File: src/design/vector4_dot_norm_lerp_unit_top_macros.svh
// assertion macros for the vector unit top level
`ifndef VECTOR4_DOT_NORM_LERP_UNIT_TOP_MACROS_SVH
`define VECTOR4_DOT_NORM_LERP_UNIT_TOP_MACROS_SVH

// implication checked every cycle outside reset
`define VDNL_ASSERT_IMP(lbl, ante, cons, msg) \
  lbl: assert property (@(posedge clk) disable iff (!rst_n) (ante) |-> (cons)) \
    else $error(msg);

// property on the cycle after a condition, also during reset
`define VDNL_ASSERT_NXT(lbl, ante, cons, msg) \
  lbl: assert property (@(posedge clk) (ante) |=> (cons)) else $error(msg);

`endif

File: src/design/vdnl_pkg.sv
// shared constants, types and helpers of the vector unit
`default_nettype none
package vdnl_pkg;
  localparam int CMP_W     = 16;
  localparam int FRAC_W    = 12;
  localparam int WGT_W     = 17;
  localparam int WGT_FRAC  = 16;
  localparam int DOT_W     = 2 * CMP_W + 2;
  localparam int MAG_W     = CMP_W + 1;
  localparam int RAD_W     = 2 * MAG_W;
  localparam int NUM_W     = CMP_W + FRAC_W;
  localparam int DVS_W     = MAG_W + FRAC_W;
  localparam int QUO_W     = FRAC_W + 1;
  localparam int PROD_W    = 2 * CMP_W;
  localparam int SQ_W      = 2 * CMP_W - 1;
  localparam int LRP_W     = CMP_W + WGT_W + 2;
  localparam int SUM_W     = LRP_W - WGT_FRAC;
  localparam int SQRT_STEPS = MAG_W;
  localparam int DIV_STEPS  = QUO_W;
  // stage where the root is ready, and last stage before the output register
  localparam int ROOT_STG  = 2 + SQRT_STEPS;
  localparam int LAST_STG  = ROOT_STG + DIV_STEPS;
  localparam int META_DLY  = LAST_STG - 2;
  localparam int MAG_DLY   = DIV_STEPS;

  localparam logic [1:0] OP_DOT  = 2'd0;
  localparam logic [1:0] OP_MAG  = 2'd1;
  localparam logic [1:0] OP_NORM = 2'd2;
  localparam logic [1:0] OP_LERP = 2'd3;

  typedef logic signed [CMP_W-1:0] cmp_t;
  typedef logic [MAG_W-1:0]        mag_t;
  typedef logic signed [DOT_W-1:0] dot_t;

  typedef struct packed {
    logic [1:0]              op;
    dot_t                    dot;
    logic [3:0][CMP_W-1:0]   lerp;
    logic [3:0][CMP_W-1:0]   a;
  } meta_t;

  // clamp a widened sum to the component range
  function automatic cmp_t sat_cmp(input logic signed [SUM_W-1:0] v);
    logic signed [SUM_W-1:0] hi;
    logic signed [SUM_W-1:0] lo;
    hi = SUM_W'((1 <<< (CMP_W - 1)) - 1);
    lo = -hi - SUM_W'(1);
    if (v > hi) return cmp_t'(hi);
    if (v < lo) return cmp_t'(lo);
    return v[CMP_W-1:0];
  endfunction
endpackage
`default_nettype wire

File: src/design/vdnl_sqrt.sv
// pipelined integer square root, one root bit per stage
`default_nettype none
module vdnl_sqrt (
  input  wire logic                       clk,
  input  wire logic                       en,
  input  wire logic [vdnl_pkg::RAD_W-1:0] radicand,
  output vdnl_pkg::mag_t                  root
);
  import vdnl_pkg::*;

  logic [RAD_W-1:0] x_r    [SQRT_STEPS];
  logic [MAG_W:0]   rem_r  [SQRT_STEPS];
  mag_t             root_r [SQRT_STEPS];

  for (genvar k = 0; k < SQRT_STEPS; k++) begin : g_step
    logic [RAD_W-1:0] x_in;
    logic [MAG_W:0]   rem_in;
    mag_t             root_in;
    logic [MAG_W+2:0] cand;
    logic [MAG_W+2:0] trial;
    logic [MAG_W+2:0] diff;

    if (k == 0) begin : g_first
      assign x_in    = radicand;
      assign rem_in  = '0;
      assign root_in = '0;
    end else begin : g_next
      assign x_in    = x_r[k-1];
      assign rem_in  = rem_r[k-1];
      assign root_in = root_r[k-1];
    end

    // bring down two bits and try the next root bit
    assign cand  = {rem_in, x_in[RAD_W-1 -: 2]};
    assign trial = {1'b0, root_in, 2'b01};
    assign diff  = cand - trial;

    always_ff @(posedge clk) begin
      if (en) begin
        x_r[k] <= {x_in[RAD_W-3:0], 2'b00};
        if (cand >= trial) begin
          rem_r[k]  <= diff[MAG_W:0];
          root_r[k] <= {root_in[MAG_W-2:0], 1'b1};
        end else begin
          rem_r[k]  <= cand[MAG_W:0];
          root_r[k] <= {root_in[MAG_W-2:0], 1'b0};
        end
      end
    end
  end

  assign root = root_r[SQRT_STEPS-1];
endmodule
`default_nettype wire

File: config.mk
export PLATFORM = sky130hd
export DESIGN_NAME = vdnl_sqrt
export DESIGN_NICKNAME = d
export VERILOG_FILES = /design/src/design/vector4_dot_norm_lerp_unit_top_macros.svh /design/src/design/vdnl_pkg.sv /design/src/design/vdnl_sqrt.sv
export SDC_FILE = /design/constraint.sdc
export NUM_CORES = 1
export LEC_CHECK = 0
export ABC_CLOCK_PERIOD_IN_PS = 3670
export BUFFER_PORTS_ARGS = -buffer_cell sky130_fd_sc_hd__buf_2
export CAP_MARGIN = 0
export CORE_ASPECT_RATIO = 1.4
export CORE_MARGIN = 2
export CORE_UTILIZATION = 63
export CTS_CLUSTER_DIAMETER = 50
export DETAILED_ROUTE_END_ITERATION = 8
export PLACE_DENSITY = 0.83
export RECOVER_POWER = 25
export SLEW_MARGIN = 20
export SYNTH_ARGS = -nofsm -noshare
export SYNTH_HDL_FRONTEND = slang
export SYNTH_SLANG_ARGS = --single-unit
File: constraint.sdc
create_clock -name clk -period 3.67 [get_ports clk]
set_input_delay 0.1835 -clock clk [delete_from_list [all_inputs] [get_ports clk]]
set_output_delay 0.1835 -clock clk [all_outputs]
set_load 0.005 [all_outputs]
==> results of run 1 <==
sequential cells by signal, indices dropped and copies added, names as in the netlist:
| register | flops |
|---|---|
| x_r | 272 |
| rem_r | 268 |
| root_r | 153 |
worst register-to-register path, cell delays in order (launching register included):
cell and delay [ns]:
edfxtp_1 0.40, ha_1 0.40, nand4_1 0.27, a211oi_1 0.69, o311ai_1 0.20, a21boi_0 0.42, nor3b_1 0.14, buf_4 0.19
o21ai_0 0.39
cells by family after synthesis:
group | Yosys count | share of synthesized area, %
AND/OR/NAND/NOR | 656 | 10.6
buffers and inverters | 290 | 3.54
flip-flops | 693 | 63.3
AO/OA/AOI/OAI | 493 | 9.67
XOR/XNOR | 184 | 4.91
adder cells (fa/ha/maj) | 172 | 6.55
multiplexers | 43 | 1.42
worst max path at each step:
stage | start | end | slack [ns] | depth (start not counted)
4_1_cts | rem_r[11][2]$_DFFE_PP_ | rem_r[12][17]$_DFFE_PP_ | 0.38 | 7
3_5_place_dp | rem_r[11][2]$_DFFE_PP_ | rem_r[12][17]$_DFFE_PP_ | 0.40 | 7
6_report | rem_r[11][2]$_DFFE_PP_ | rem_r[12][9]$_DFFE_PP_ | 0.32 | 8
3_3_place_gp | rem_r[11][2]$_DFFE_PP_ | rem_r[12][17]$_DFFE_PP_ | 0.51 | 7
5_1_grt | rem_r[11][2]$_DFFE_PP_ | rem_r[12][17]$_DFFE_PP_ | 0.21 | 7
2_1_floorplan | rem_r[12][9]$_DFFE_PP_ | rem_r[13][13]$_DFFE_PP_ | 1.11 | 8
placed cells by master, fill, tap and decap left out, types with 47 or more instances in the layout:
master	count
ha_1	172
xnor2_1	92
buf_2	47
xor2_1	92
a21oi_1	113
edfxtp_1	692
nor2_1	147
inv_1	220
o21ai_0	138
nand2_1	144
nor3_1	60
clkbuf_16	69
power by group:
part / switching [mW] / internal [mW] / total, mW
Sequential: 0.485 / 9.74 / 10.2
Combinational: 1.77 / 1.32 / 3.08
Clock: 2.99 / 3.94 / 6.93
area by class of cell:
type,count,area (µm²)
inverters,222,838
well taps,656,821
fillers,3401,15300
multi-input cells,1548,10900
clock inverters,48,462
flip-flops and latches,693,20800
clock buffers,79,1760
repair buffers,119,893
routing by layer:
layer	part of all wire [%]	up-vias	GRT usage, %
li1	-	9680	-
met1	35	9749	24.1
met2	56	539	46.6
met3	3.4	212	3.15
met4	6.0	0	14.7
met5	0	-	0
==> qor.yml, run 1 <==
grt_setup_unrepaired: "no"
vias: 20180
tns_ns: 0
setup_violations: 0
grt_antenna_before_repair: 1
critical_path.top_delay_family: "compound AO/OA/AOI/OAI gates"
critPathMaxStageDelay_ns: 0.69
rr_endpoint: "rem_r[12][9]$_DFFE_PP_"
worstPathCellList: "ha_1, nand4_1, a211oi_1, o311ai_1, a21boi_0, nor3b_1, buf_4, o21ai_0"
max_freq_ghz: 0.298
fp.dieW_um: 197
drive_gt1_share_pct: 9.45
clkLatencyLatePin_ns: 0.61
synth_area_leaders: "edfxtp_1, ha_1, inv_1"
grt_max_degree: 157
setup_ws_ns: 0.317
hp-class: "in -> reg"
path_class: "reg -> reg"
syn_area_um2: 32800
hold_viol: 0
yosys_register_bits: 693
final-instance-count-excl-fill: 3365
dp_hpwl_um: 45300
worst-path-buf-inv: 1
grt.overflow.total: 0
viasPerCell: 6.00
dpl_worst_slack_ns: 0.404
min_to: "x_r[0][4]$_DFFE_PP_"
synthCells: 2531
ys_types: 95
slew_headroom_pct: 30.7
synth_nets: 2739
critical_path_arrival_ns: 3.70
hp-start: "radicand[4]"
core_area_um2: 51800
avgSynthCellArea_um2: 13.0
die_area_um2: 54000
start_util_pct: 63.4
first_iter_violations: 1132
final_util_pct: 70.4
status: "finished clean"
row_count: 99
reg2reg_slack_ns: 0.32
finalInstanceArea_um2: 36500
cp.required_ns: 4.02
post-cts-setup-buffer-count: 0
timing.hold.ws_ns: 0.289
layout_min_cycle_time_ns: 3.35
grt_usage_pct: 24.0
cts-resized-gates: 0
clock-root-buffer: "clkbuf_16"
crit_slowest_cell: "a211oi_1"
diodes: 0
dr.pass1.iters: 5
placed_area_um2: 33900
cts_max_path_buffers: 3
cts_buffers: 69
drcViolationCount: 0
numPlacedInstances: 3203
path_clk_slew_ns: 0.06
yosysSeqAreaShare_pct: 63.3
powerDensity_nw_per_um2: 555
vdd_ir_drop_max_mv: 0.422
areaGrowthSynthToFinish_pct: 11.0
yosys.area.top_type: "edfxtp_1"
avgRoutedWirePerCell_um: 19.0
fin_total_pwr_mw: 20.2
async_flop_share_pct: 0
reg2regPathDepth: 8
ys.flop_type: "edfxtp_1"
grt_pass1_wl_um: 101000
cts.sink_count: 693
grt_pass1_vias: 20440
cts_hold_buf: 35
routed_wl_um: 64000
synth_most_common_cell: "edfxtp_1"
synth_common_cells: "edfxtp_1, inv_1, ha_1, nor2_1, nand2_1"
worstMarginPinSlew_ns: 1.04
maxCapViolCount: 0
leakagePower_nw: 14.0
cp_max_fo: 7
hold_path_depth: 2
rr_startpoint: "rem_r[11][2]$_DFFE_PP_"
post-route-period-util_pct: 91.4
final_max_slew_viol_count: 0
route.antenna.remaining_nets: 0
fin_skew_ns: 0.0156
die_h_um: 274
synth_edf_count: 692
nets: 2861
yosysWarnings: 0
yosys.area.top_type_share_pct: 63.3
gp_congestion: 0.982
htree_levels: 3
boundaryPins: 53
critPathCaptureType: "register"
start_kind: "register"
cts_tree: "done"
port_buffers: 52
No activity file was read; power rests on OpenSTA's default activity.
==> run 2, diff against run 1 <==
PLACE_DENSITY = 0.91   (was 0.83)
==> qor.yml, run 2 (synthesis results as in run 1) <==
diodes: 0  # unchanged
first_iter_violations: 1586  # +40%
leakagePower_nw: 14.0  # about the same
vias: 20478  # +1.5%
slew_headroom_pct: 35.6  # +4.9 points
critPathCaptureType: "register"
grt_pass1_vias: 21092  # +3.2%
reg2regPathDepth: 8  # unchanged
layout_commonest_cell: "edfxtp_1"
dr.pass1.iters: 6  # +1
start_kind: "primary input"
cts_buffers: 67  # -2.9%
grt_setup_unrepaired: "no"
hold_viol: 0  # unchanged
setup_violations: 0  # unchanged
start_util_pct: 63.4  # unchanged
dp_hpwl_um: 48000  # +5.9%
htree_levels: 3  # unchanged
rr_startpoint: "rem_r[9][0]$_DFFE_PP_"
grt_pass1_wl_um: 109000  # +7.9%
min_to: "x_r[0][9]$_DFFE_PP_"
cts.sink_count: 693  # unchanged
drcViolationCount: 0  # unchanged
grt_usage_pct: 26.2  # +2.2 points
core_area_um2: 51800  # unchanged
reg_top3: "x_r x272, rem_r x268, root_r x153"
grt_max_degree: 79  # -50%
fin_skew_ns: 0.0214  # +0.00581 ns
die_area_um2: 54000  # unchanged
fp.dieW_um: 197  # unchanged
reg2reg_slack_ns: 0.52  # +0.20 ns
nets: 2858  # -0.10%
final_max_slew_viol_count: 0  # unchanged
hold_path_depth: 2  # unchanged
port_buffers: 52  # unchanged
cts_tree: "done"
drive_gt1_share_pct: 9.26  # -0.19 points
largest_reg_flops: 272  # unchanged
hp-class: "in -> reg"
status: "finished clean"
gp_congestion: 0.925  # -5.8%
die_h_um: 274  # unchanged
hp-start: "radicand[9]"
critical_path_arrival_ns: 3.61  # -0.09 ns
tns_ns: 0  # unchanged
clock-root-buffer: "clkbuf_16"
route.antenna.remaining_nets: 0  # unchanged
viasPerCell: 6.10  # +1.7%
worstMarginPinSlew_ns: 0.966  # -0.0729 ns
layout_common_cells: "edfxtp_1, inv_1, ha_1, nor2_1, nand2_1"
fin_total_pwr_mw: 20.5  # +1.1%
path_clk_slew_ns: 0.07  # about the same
boundaryPins: 53  # unchanged
grt.overflow.total: 0  # unchanged
post-cts-setup-buffer-count: 0  # unchanged
vdd_ir_drop_max_mv: 0.505  # +20%
routed_wl_um: 69700  # +8.9%
cts-resized-gates: 0  # unchanged
layout_min_cycle_time_ns: 3.26  # -0.0958 ns
largest-register: "x_r"
avgRoutedWirePerCell_um: 20.8  # +9.2%
post-route-period-util_pct: 88.8  # -2.6 points
cp_max_fo: 37  # +30
powerDensity_nw_per_um2: 562  # +1.2%
max_freq_ghz: 0.307  # +2.9%
row_count: 99  # unchanged
grt_antenna_before_repair: 0  # -1
rr_endpoint: "rem_r[10][8]$_DFFE_PP_"
cts_max_path_buffers: 3  # unchanged
clkLatencyLatePin_ns: 0.62  # about the same
critPathLaunch: "en"
areaGrowthSynthToFinish_pct: 10.9  # about the same
cts_hold_buf: 35  # unchanged
maxCapViolCount: 0  # unchanged
path_class: "in -> reg"
cp.required_ns: 4.02  # about the same
-- run 2: changes by cell type in the layout (fill, tap and decap cells not counted), sizes merged --
| cell | previous run | this run |
|---|---|---|
| clkinv | 29 | 23 |
| inv | 229 | 230 |
| clkinvlp | 6 | 2 |
| bufinv | 6 | 8 |
| buf | 80 | 77 |
| clkbuf | 83 | 84 |
-- run 2: where the power goes --
group | switching (mW) | internal [mW]
Combinational | 1.83 | 1.31
Clock | 3.06 | 4.02
Sequential | 0.495 | 9.74
Total | 5.39 | 15.1
-- run 2: metrics by stage --
stage	utilization, %	std cells	hold WS (ns)	instance area (µm²)	setup slack [ns]
after floorplan	-	2531	0.282	32800	1.11
after global placement	65.4	3202	0.361	33900	0.586
after detailed placement	65.4	3202	0.362	33900	0.468
after CTS	70.4	3356	0.252	36400	0.511
after global routing	70.4	3356	0.256	36400	0.319
final	70.4	3356	0.277	36400	0.413
-- run 2: worst max path at each step --
stage                              endpoint  slack, ns  depth (start not counted)
detailed placement   rem_r[3][17]$_DFFE_PP_       0.47                          7
global placement    rem_r[14][11]$_DFFE_PP_       0.59                          8
finish               rem_r[3][17]$_DFFE_PP_       0.41                          8
CTS                  rem_r[3][17]$_DFFE_PP_       0.51                          8
floorplan           rem_r[13][13]$_DFFE_PP_       1.11                          8
global route         rem_r[3][17]$_DFFE_PP_       0.32                          8
-- run 2: worst max-delay path, stage by stage --
cell	delay, ns
dlygate4sd3_1	0.57
buf_8	0.32
buf_4	0.46
nor4b_1	0.47
o211a_1	0.28
nor4b_4	0.79
nor3_1	0.23
xor2_1	0.19
-- run 2: area by class of cell --
cell class	count	area, µm²
Tap cell	656	821
Fill cell	3373	15300
Inverter	222	838
Multi-Input combinational cell	1548	10900
Sequential cell	693	20800
Clock inverter	41	504
Clock buffer	78	1730
Timing Repair Buffer	118	857
-- run 2: routing by layer --
layer	wire [µm]	global-route usage, %	vias to the layer above
li1	-	-	9663
met1	23900	26.0	9938
met2	39400	51.7	675
met3	2730	3.35	202
met5	0	0	-
met4	3700	15.0	0
